===== src/rtl/core/well512_random_generator_top_defines.svh =====
// Assertion macros shared by the WELL512a generator RTL.
// Expects clk_i and rst_ni in the scope where a macro is used.
`ifndef WELL512_RANDOM_GENERATOR_TOP_DEFINES_SVH
`define WELL512_RANDOM_GENERATOR_TOP_DEFINES_SVH

// Same-cycle property, checked outside reset
`define WRG_ASSERT(lbl, prop, msg) \
  lbl: assert property (@(posedge clk_i) disable iff (!rst_ni) (prop)) else $error(msg);

// Antecedent now, consequent in the next cycle
`define WRG_ASSERT_NEXT(lbl, ante, cons, msg) \
  lbl: assert property (@(posedge clk_i) disable iff (!rst_ni) (ante) |=> (cons)) \
    else $error(msg);

`endif


===== src/rtl/core/wrg_pkg.sv =====
// Package for the WELL512a generator: widths, constants, codes, state type
// and the recurrence mixing functions. No dependencies.
`timescale 1ns / 1ps

package wrg_pkg;

  localparam int WordW     = 32;
  localparam int PoolDepth = 16;
  localparam int PoolAw    = $clog2(PoolDepth);
  localparam int SpanW     = WordW + 1;
  localparam int ProdW     = 2 * WordW;

  localparam logic [WordW-1:0] SeedReset  = 32'h5EE3_9C34;
  localparam logic [WordW-1:0] SeedMix    = 32'hF68A_9FC1;
  localparam logic [WordW-1:0] ChainMul   = 32'h6C07_8965;
  localparam logic [WordW-1:0] TemperMask = 32'hDA44_2D20;
  localparam logic [WordW-1:0] SignFlip   = 32'h8000_0000;

  // Tap offsets into the circular pool, relative to the position
  localparam logic [PoolAw-1:0] OffTapA  = PoolAw'(13);
  localparam logic [PoolAw-1:0] OffTapB  = PoolAw'(9);
  localparam logic [PoolAw-1:0] OffPrev  = PoolAw'(15);
  localparam logic [PoolAw-1:0] PoolLast = PoolAw'(PoolDepth - 1);

  typedef enum logic [1:0] {
    REQ_RAW    = 2'd0,
    REQ_RANGE  = 2'd1,
    REQ_RESEED = 2'd2,
    REQ_LOAD   = 2'd3
  } wrg_req_e;

  typedef enum logic [3:0] {
    ST_IDLE,
    ST_RD1,
    ST_RD2,
    ST_RD3,
    ST_RD4,
    ST_WR,
    ST_MUL,
    ST_ADD,
    ST_OUT,
    ST_FFIRST,
    ST_FMUL,
    ST_FWR
  } wrg_state_e;

  // Request to the shared multiplier
  typedef struct packed {
    logic             en;
    logic [WordW-1:0] a;
    logic [SpanW-1:0] b;
  } wrg_mul_req_t;

  function automatic logic [WordW-1:0] well_b(input logic [WordW-1:0] a,
                                              input logic [WordW-1:0] c);
    return a ^ c ^ (a << 16) ^ (c << 15);
  endfunction

  function automatic logic [WordW-1:0] well_c(input logic [WordW-1:0] c);
    return c ^ (c >> 11);
  endfunction

  // Value written back at position-1; anew is the word stored at position
  function automatic logic [WordW-1:0] well_z(input logic [WordW-1:0] m,
                                              input logic [WordW-1:0] b,
                                              input logic [WordW-1:0] c,
                                              input logic [WordW-1:0] anew);
    logic [WordW-1:0] d;
    d = anew ^ ((anew << 5) & TemperMask);
    return m ^ b ^ d ^ (m << 2) ^ (b << 18) ^ (c << 28);
  endfunction

endpackage


===== src/rtl/core/well512_random_generator_top.sv =====
// WELL512a generator: pool RAM, shared multiplier and the sequencer.
// Raw draw: states RD1 to RD4, WR and OUT from acceptance to result; next request taken back in IDLE.
// Range draw: MUL and ADD come after WR for the multiply and add; empty range: straight to OUT.
// Load: written in IDLE. Reseed: FFIRST, then one FMUL and FWR pair per chain multiply.
// Reset (async, active low): seed back to its default, position zero, then a
// pool fill during which in_stall_o stays high.
`timescale 1ns / 1ps
`include "well512_random_generator_top_defines.svh"

module well512_random_generator_top
  import wrg_pkg::*;
(
  input  logic               clk_i,
  input  logic               rst_ni,
  // configuration
  input  logic               cfg_we_i,
  input  logic [WordW-1:0]   cfg_wdata_i,
  // request channel
  input  logic               in_valid_i,
  output logic               in_stall_o,
  input  logic [1:0]         req_type_i,
  input  logic signed [WordW-1:0] range_low_i,
  input  logic signed [WordW-1:0] range_high_i,
  input  logic [PoolAw-1:0]  word_index_i,
  input  logic [WordW-1:0]   word_value_i,
  input  logic [PoolAw-1:0]  new_position_i,
  // result channel
  output logic               out_valid_o,
  input  logic               out_stall_i,
  output logic [WordW-1:0]   raw_word_o,
  output logic signed [WordW-1:0] ranged_value_o
);

  wrg_state_e state_q, state_d;

  logic [WordW-1:0]  seed_q;
  logic [PoolAw-1:0] pos_q, pos_d;
  logic [PoolAw-1:0] fill_idx_q, fill_idx_d;
  logic              is_range_q, is_range_d;

  // datapath registers
  logic [WordW-1:0] a_q, a_d, c13_q, c13_d, c9_q, c9_d, m_q, m_d;
  logic [WordW-1:0] word_q, word_d, rng_q, rng_d, lo_q, lo_d;
  logic [SpanW-1:0] span_q, span_d;

  // result register
  logic             out_valid_q;
  logic [WordW-1:0] out_raw_q, out_rng_q;
  logic             out_load;

  // RAM and multiplier hookup
  logic              ram_we;
  logic [PoolAw-1:0] ram_waddr, ram_raddr;
  logic [WordW-1:0]  ram_wdata, ram_rdata;
  wrg_mul_req_t      mul_req;
  logic [ProdW-1:0]  mul_prod;

  logic             in_acc, load_acc;
  logic [WordW-1:0] b_w, c_w, anew_w, z_w, fill_w, lo_ob, hi_ob;

  wrg_ram #(
    .Width (WordW),
    .Depth (PoolDepth)
  ) u_pool (
    .clk_i   (clk_i),
    .we_i    (ram_we),
    .waddr_i (ram_waddr),
    .wdata_i (ram_wdata),
    .raddr_i (ram_raddr),
    .rdata_o (ram_rdata)
  );

  wrg_mul u_mul (
    .clk_i  (clk_i),
    .req_i  (mul_req),
    .prod_o (mul_prod)
  );

  assign in_stall_o = (state_q != ST_IDLE);
  assign in_acc     = in_valid_i && !in_stall_o;
  assign load_acc   = in_acc && (wrg_req_e'(req_type_i) == REQ_LOAD);

  // recurrence terms from the captured taps
  assign b_w    = well_b(a_q, c13_q);
  assign c_w    = well_c(c9_q);
  assign anew_w = b_w ^ c_w;
  assign z_w    = well_z(m_q, b_w, c_w, anew_w);
  assign fill_w = mul_prod[WordW-1:0] + {{(WordW - PoolAw){1'b0}}, fill_idx_q};

  // offset-binary bounds for the unsigned compare and span
  assign lo_ob = range_low_i ^ SignFlip;
  assign hi_ob = range_high_i ^ SignFlip;

  // Seed register
  always_ff @(posedge clk_i or negedge rst_ni) begin
    if (!rst_ni) begin
      seed_q <= SeedReset;
    end else if (cfg_we_i) begin
      seed_q <= cfg_wdata_i;
    end
  end

  // Control state
  always_ff @(posedge clk_i or negedge rst_ni) begin
    if (!rst_ni) begin
      state_q    <= ST_FFIRST;
      pos_q      <= '0;
      fill_idx_q <= '0;
      is_range_q <= 1'b0;
    end else begin
      state_q    <= state_d;
      pos_q      <= pos_d;
      fill_idx_q <= fill_idx_d;
      is_range_q <= is_range_d;
    end
  end

  // Datapath registers
  always_ff @(posedge clk_i) begin
    a_q    <= a_d;
    c13_q  <= c13_d;
    c9_q   <= c9_d;
    m_q    <= m_d;
    word_q <= word_d;
    rng_q  <= rng_d;
    lo_q   <= lo_d;
    span_q <= span_d;
  end

  // Sequencer: next state, RAM and multiplier control
  always_comb begin
    state_d    = state_q;
    pos_d      = pos_q;
    fill_idx_d = fill_idx_q;
    is_range_d = is_range_q;
    a_d        = a_q;
    c13_d      = c13_q;
    c9_d       = c9_q;
    m_d        = m_q;
    word_d     = word_q;
    rng_d      = rng_q;
    lo_d       = lo_q;
    span_d     = span_q;
    ram_we     = 1'b0;
    ram_waddr  = pos_q;
    ram_wdata  = anew_w;
    ram_raddr  = pos_q;
    mul_req    = '0;
    out_load   = 1'b0;

    case (state_q)
      ST_IDLE: begin
        // read of pool[pos] is already on its way
        if (in_valid_i) begin
          case (wrg_req_e'(req_type_i))
            REQ_RAW: begin
              is_range_d = 1'b0;
              state_d    = ST_RD1;
            end
            REQ_RANGE: begin
              lo_d = range_low_i;
              if (hi_ob < lo_ob) begin
                word_d  = '0;
                rng_d   = range_low_i;
                state_d = ST_OUT;
              end else begin
                is_range_d = 1'b1;
                span_d     = {1'b0, hi_ob} - {1'b0, lo_ob} + SpanW'(1);
                state_d    = ST_RD1;
              end
            end
            REQ_RESEED: begin
              state_d = ST_FFIRST;
            end
            REQ_LOAD: begin
              ram_we    = 1'b1;
              ram_waddr = word_index_i;
              ram_wdata = word_value_i;
              pos_d     = new_position_i;
            end
            default: ;
          endcase
        end
      end
      ST_RD1: begin
        a_d       = ram_rdata;
        ram_raddr = pos_q + OffTapA;
        state_d   = ST_RD2;
      end
      ST_RD2: begin
        c13_d     = ram_rdata;
        ram_raddr = pos_q + OffTapB;
        state_d   = ST_RD3;
      end
      ST_RD3: begin
        c9_d      = ram_rdata;
        ram_raddr = pos_q + OffPrev;
        state_d   = ST_RD4;
      end
      ST_RD4: begin
        // previous word arrives; store the new word at position
        m_d       = ram_rdata;
        ram_we    = 1'b1;
        ram_waddr = pos_q;
        ram_wdata = anew_w;
        state_d   = ST_WR;
      end
      ST_WR: begin
        ram_we    = 1'b1;
        ram_waddr = pos_q + OffPrev;
        ram_wdata = z_w;
        word_d    = z_w;
        rng_d     = z_w;
        pos_d     = pos_q + OffPrev;
        state_d   = is_range_q ? ST_MUL : ST_OUT;
      end
      ST_MUL: begin
        mul_req.en = 1'b1;
        mul_req.a  = word_q;
        mul_req.b  = span_q;
        state_d    = ST_ADD;
      end
      ST_ADD: begin
        rng_d   = lo_q + mul_prod[ProdW-1:WordW];
        state_d = ST_OUT;
      end
      ST_OUT: begin
        if (!out_valid_q || !out_stall_i) begin
          out_load = 1'b1;
          state_d  = ST_IDLE;
        end
      end
      ST_FFIRST: begin
        ram_we     = 1'b1;
        ram_waddr  = '0;
        ram_wdata  = seed_q ^ SeedMix;
        word_d     = seed_q ^ SeedMix;
        fill_idx_d = PoolAw'(1);
        state_d    = ST_FMUL;
      end
      ST_FMUL: begin
        mul_req.en = 1'b1;
        mul_req.a  = word_q ^ (word_q >> 30);
        mul_req.b  = {1'b0, ChainMul};
        state_d    = ST_FWR;
      end
      ST_FWR: begin
        ram_we    = 1'b1;
        ram_waddr = fill_idx_q;
        ram_wdata = fill_w;
        word_d    = fill_w;
        if (fill_idx_q == PoolLast) begin
          state_d = ST_IDLE;
        end else begin
          fill_idx_d = fill_idx_q + PoolAw'(1);
          state_d    = ST_FMUL;
        end
      end
      default: begin
        state_d = ST_IDLE;
      end
    endcase
  end

  // Result register: holds one finished transaction
  always_ff @(posedge clk_i or negedge rst_ni) begin
    if (!rst_ni) begin
      out_valid_q <= 1'b0;
    end else begin
      out_valid_q <= out_load || (out_valid_q && out_stall_i);
    end
  end

  always_ff @(posedge clk_i) begin
    if (out_load) begin
      out_raw_q <= word_q;
      out_rng_q <= rng_q;
    end
  end

  assign out_valid_o    = out_valid_q;
  assign raw_word_o     = out_raw_q;
  assign ranged_value_o = out_rng_q;

  // Checks
  `WRG_ASSERT(a_pos_change, (pos_q != $past(pos_q)) |-> ($past(state_q) == ST_WR || $past(load_acc)), "position moved outside a draw or load")
  `WRG_ASSERT(a_we_state, ram_we |-> (state_q == ST_RD4 || state_q == ST_WR || state_q == ST_FFIRST || state_q == ST_FWR || state_q == ST_IDLE), "pool write in a read-only state")
  `WRG_ASSERT_NEXT(a_out_load, out_load, out_valid_q && out_raw_q == $past(word_q), "result register not loaded")
  `WRG_ASSERT(a_fill_idx, (state_q == ST_FWR) |-> (fill_idx_q != '0), "fill chain overwrote word zero")

endmodule


===== src/rtl/core/wrg_ram.sv =====
// Generic single-write, single-read RAM with registered read data.
// Standalone; no package dependency.
`timescale 1ns / 1ps

module wrg_ram #(
  parameter int Width = 32,
  parameter int Depth = 16
) (
  input  logic                     clk_i,
  input  logic                     we_i,
  input  logic [$clog2(Depth)-1:0] waddr_i,
  input  logic [Width-1:0]         wdata_i,
  input  logic [$clog2(Depth)-1:0] raddr_i,
  output logic [Width-1:0]         rdata_o
);

  logic [Width-1:0] mem_q [Depth];
  logic [Width-1:0] rdata_q;

  always_ff @(posedge clk_i) begin
    if (we_i) begin
      mem_q[waddr_i] <= wdata_i;
    end
    rdata_q <= mem_q[raddr_i];
  end

  assign rdata_o = rdata_q;

endmodule


===== src/rtl/core/wrg_mul.sv =====
// Shared 32x33 multiplier with a registered product.
// Depends on wrg_pkg for widths and the request struct.
`timescale 1ns / 1ps

module wrg_mul
  import wrg_pkg::*;
(
  input  logic             clk_i,
  input  wrg_mul_req_t     req_i,
  output logic [ProdW-1:0] prod_o
);

  logic [ProdW:0]   full;
  logic [ProdW-1:0] prod_q;

  // Product fits in 64 bits since the word is below 2^32 and span at most 2^32
  assign full = {{(ProdW + 1 - WordW){1'b0}}, req_i.a}
              * {{(ProdW + 1 - SpanW){1'b0}}, req_i.b};

  always_ff @(posedge clk_i) begin
    if (req_i.en) begin
      prod_q <= full[ProdW-1:0];
    end
  end

  assign prod_o = prod_q;

endmodule


===== config.mk =====
export PLATFORM = sky130hd
export DESIGN_NAME = well512_random_generator_top
export DESIGN_NICKNAME = d
export VERILOG_FILES = /design/src/rtl/core/wrg_pkg.sv /design/src/rtl/core/well512_random_generator_top.sv /design/src/rtl/core/wrg_ram.sv /design/src/rtl/core/wrg_mul.sv
export VERILOG_INCLUDE_DIRS = /design/src /design/src/rtl/core
export SDC_FILE = /design/constraint.sdc
export NUM_CORES = 2
export LEC_CHECK = 0
export BUFFER_PORTS_ARGS = -buffer_cell sky130_fd_sc_hd__buf_2
export CAP_MARGIN = 5
export CORE_AREA = 2 2 507 509
export CTS_CLUSTER_DIAMETER = 80
export DETAILED_ROUTE_END_ITERATION = 7
export DIE_AREA = 0 0 509 511
export GPL_TIMING_DRIVEN = 1
export PLACE_DENSITY_LB_ADDON = 0.25
export SYNTH_ARGS = -nofsm -noshare
export SYNTH_HDL_FRONTEND = slang
export SYNTH_HIERARCHICAL = 1
export SYNTH_SLANG_ARGS = --single-unit

===== constraint.sdc =====
create_clock -name clk_i -period 7.6 [get_ports clk_i]
set_input_delay 1.52 -clock clk_i [delete_from_list [all_inputs] [get_ports clk_i]]
set_output_delay 1.52 -clock clk_i [all_outputs]
set_load 0.02 [all_outputs]

==> impl_metrics.py <==
metrics = {
    "drt": {
        "antenna_left": 0,
        "wirelength_um": 249900,
        "vias_per_cell": 4.805,
        "post_drt_wl_per_cell_um": 23.72,
        "drt-initial-drc-count": 3832,
        "drtPass1Iterations": 7,
        "remaining_drc_errors": 0,
        "vias": 50630,
    },
    "sta": {
        "drv_slew": 0,
        "tightest_slew_ns": 1.212,
        "fin_crit_ns": 8.515,
        "timing.fmax_ghz": 0.1174,
        "rsz0062_at_grt": "yes",
        "setup_viol": 37,
        "maxSlewHeadroom": 0.1904,
        "finalCritPeriodShare": 1.120,
        "fin_ws_ns": -0.9149,
        "final-hold-violation-count": 0,
        "skew_ns": 0.02679,
    },
    "floorplan": {
        "row_count": 186,
        "die_w_um": 509,
        "start_util": 0.2981,
        "core-area_mm2": 0.2553,
        "die_y_um": 511,
        "pin_count": 209,
        "dieArea_mm2": 0.2601,
    },
    "synthesis": {
        "syn_inst": 6420,
        "synth_seq_cells": 975,
        "synth.cell_area_mm2": 0.07611,
        "synth.avg_cell_area_um2": 11.86,
        "synthMuxAreaShare": 0.04355,
        "async_flop_share": 0.04718,
        "synth_xor_area_frac": 0.04085,
        "synthSimpleGateAreaFrac": 0.1082,
        "synth_top_family_by_area": "adder cells",
        "synthFlopType": "edfxtp_1",
        "synth_edf_count": 897,
        "ys_warn_count": 6,
        "synth_nets": 7872,
        "synth_fa_ha_area_frac": 0.3082,
        "synth_compound_area_frac": 0.05649,
        "synth_cell_type_count": 94,
        "ys_seq_area_frac": 0.3778,
    },
    "final_layout": {
        "final-seq-area_mm2": 0.02875,
        "drive_gt1_frac": 0.2104,
        "final_nets": 8517,
        "nFillCells": 25040,
        "postLayoutCellArea_mm2": 0.09132,
        "syn_to_final_growth_pct": 19.99,
        "multi_input_area_mm2": 0.04424,
    },
    "placed_design": {
        "gp_congestion": 0.8840,
        "place_area_mm2": 0.08571,
        "place_ws_ns": -1.433,
        "port_buffers": 208,
        "hpwl_um": 194400,
    },
    "power": {
        "pwr-share-clk": 0.172,
        "powerDensity_mw_per_mm2": 306.9,
        "p_comb_frac": 0.512,
        "p_leak_nw": 38.08,
        "p_switching_mw": 11.37,
        "power.internal_mw": 16.65,
        "swShare": 0.4058,
        "vdd_drop_max_mv": 0.4760,
        "pwr-share-seq": 0.316,
    },
    "setup_path": {
        "endpoint_kind": "flip-flop",
        "critPathMaxStageDelay_ns": 0.59,
        "crit_slowest_cell": "fa_2",
        "cp-start-kind": "flip-flop",
        "path_buf_inv": 9,
        "crit_arrival_ns": 8.93,
        "path_class": "reg2reg",
        "cpLargestDelayFamily": "adder cells",
        "cpMostUsedCell": "fa_1",
        "crit_required_ns": 8.01,
        "path_max_fanout": 6,
    },
    "cts": {
        "htreeDepth": 3,
        "clk_pin_slew_ns": 0.06,
        "insertion_delay_ns": 0.70,
        "ctsHoldBuffers": 0,
        "cts.sinks": 975,
        "numCtsBuffers": 94,
        "clk_path_buf_depth": 3,
        "root_buffer": "clkbuf_16",
        "cts_tree": "yes",
    },
    "min_path": {
        "min_path_type": "reg2reg",
    },
    "global_route": {
        "track_usage": 0.1924,
        "antenna_found_initial": 18,
        "overflow": 0,
        "grt_pass1_vias": 54010,
        "grt_max_degree": 129,
        "grt_first_pass_wirelength_um": 369400,
    },
    "flow_run": {
        "cap_violations": 0,
    },
    "run_status": {
        "violations": "setup timing",
        "status": "finished, violations left",
    },
}
==> metal layers <==
metal | global-route usage | vias to the layer above | routed length (um) | part of all wire
met1 | 0.2549 | 26640 | 104600 | 0.42
met2 | 0.3251 | 1379 | 122700 | 0.49
met4 | 0.07685 | 2 | 11310 | 0.045
met3 | 0.01499 | 312 | 11270 | 0.045
li1 | - | 22300 | - | -
met5 | 0 | - | 11 | 0.000044
==> registers in the layout, summed over array words and instances, names as in the netlist <==
signal and flops:
state_q 4, ranged_value_o 32, lo_q 32, seed_q 32, a_q 32, is_range_q 1
m_q 32, span_q 33, u_pool/mem_q 512, out_valid_o 1, c13_q 32, c9_q 32
rng_q 32, fill_idx_q 4, word_q 32, pos_q 4, raw_word_o 32, u_mul/prod_o 64
u_pool/rdata_o 32
==> area by class of cell <==
class / count / share of cell area
sequential: 975 / 0.3148
timing repair buffer: 852 / 0.07894
tap: 3384 / 0.04636
clock buffer: 133 / 0.02970
antenna: 9 / 0.0002466
multi-input combinational: 4149 / 0.4844
clock inverter: 41 / 0.004658
inverter: 993 / 0.04081
==> what timing repair did <==
item | 4_1_cts | 5_1_grt
resized for setup | 179 | 151
endpoints found under the setup margin | 47 | 47
setup buffers | 60 | 27
gates cloned | 9 | 3
pin swaps | 70 | 68
==> kinds of logic after synthesis <==
family	count (synthesis)
DFF	975
xor gates and xnor gates	355
buffers and inverters	1302
AOI/OAI and AO/OA	624
and+or+nand+nor	1688
muxes	167
adders and majority gates	1309
==> final timing paths <==
| check | start | end | cells past startpoint | slack (ns) |
|---|---|---|---|---|
| max | state_q[3] | u_mul/prod_o[56] | 31 | -0.91 |
| min | rng_q[22] | ranged_value_o[22] | 0 | 0.41 |
| max reg2reg | state_q[3] | u_mul/prod_o[56] | 31 | -0.91 |
| min reg2reg | rng_q[22] | ranged_value_o[22] | 0 | 0.41 |
| max in group asynchronous | rst_ni | state_q[1] | 2 | 6.16 |
| min in group asynchronous | rst_ni | seed_q[3] | 2 | 0.92 |
==> power by group through the flow <==
stage                     sequential [mW]  combinational, mW  clock (mW)
after floorplan                      8.63               8.36           0
after detailed placement             8.96               13.5           0
after global routing                 8.93               15.4        5.11
after global placement               8.95               13.4           0
final                                8.87               14.3        4.82
after CTS                            8.87               14.1        4.92
==> stage by stage <==
step | TNS [ns] | power, mW | utilization | instances | hold WS (ns)
CTS | -20.72 | 27.92 | 0.3536 | 10500 | 0.4130
global placement | -38.47 | 22.36 | 0.3357 | 10260 | 0.4057
global route | -30.19 | 29.46 | 0.3577 | 10530 | 0.4160
finish | -21.44 | 28.03 | 0.3577 | 10540 | 0.4115
floorplan | -1.374 | 17.00 | - | 6420 | 0.4003
detailed placement | -38.42 | 22.44 | 0.3357 | 10260 | 0.4056
==> synthesized netlist by cell type (8+ instances only) <==
library cell | n | area, um2
a21oi_1 | 162 | 810.8
buf_1 | 20 | 75.07
mux2_2 | 33 | 371.6
buf_2 | 16 | 80.08
a221o_1 | 28 | 280.3
nor2_1 | 138 | 518.0
nand2b_1 | 20 | 125.1
and3_1 | 44 | 275.3
dfstp_2 | 19 | 499.2
dfxtp_1 | 32 | 640.6
dfrtp_1 | 27 | 675.7
buf_4 | 10 | 75.07
inv_1 | 993 | 3727
o221ai_1 | 21 | 183.9
nand4_1 | 28 | 175.2
a31oi_1 | 22 | 137.6
o211ai_1 | 30 | 225.2
a22oi_1 | 69 | 518.0
o21ai_0 | 77 | 385.4
nand2_1 | 782 | 2935
clkbuf_1 | 263 | 987.2
o21bai_1 | 27 | 202.7
nand3_1 | 39 | 195.2
a21o_1 | 58 | 435.4
nand3b_1 | 8 | 60.06
ha_1 | 366 | 4579
nor3_1 | 27 | 135.1
mux4_2 | 128 | 2883
and2_1 | 514 | 3216
o21ai_1 | 16 | 80.08
xnor2_1 | 260 | 2277
edfxtp_1 | 897 | 26940
nor2b_1 | 55 | 344.1
xor2_1 | 95 | 832.1
fa_1 | 943 | 18880
o21a_1 | 18 | 135.1
a211o_1 | 12 | 105.1
a211oi_1 | 14 | 105.1
==> cell usage in the layout (no fill, tap or decap), types with 136 or more instances in the layout <==
| master | instances |
|---|---|
| and2_1 | 495 |
| nand2_1 | 766 |
| xnor2_1 | 251 |
| ha_1 | 335 |
| inv_1 | 974 |
| edfxtp_1 | 897 |
| fa_1 | 902 |
| buf_2 | 208 |
| buf_4 | 501 |
| a21oi_1 | 136 |
==> worst register-to-register path, delay by kind of cell, from the launching register on <==
kind	cells	cell delay [ns]
AOI/OAI and AO/OA	4	0.79
and+or+nand+nor	9	1.42
adders and majority gates	9	4.44
buffers and inverters	9	1.01
DFF	1	0.58
Power figures use the tool's default switching activity.
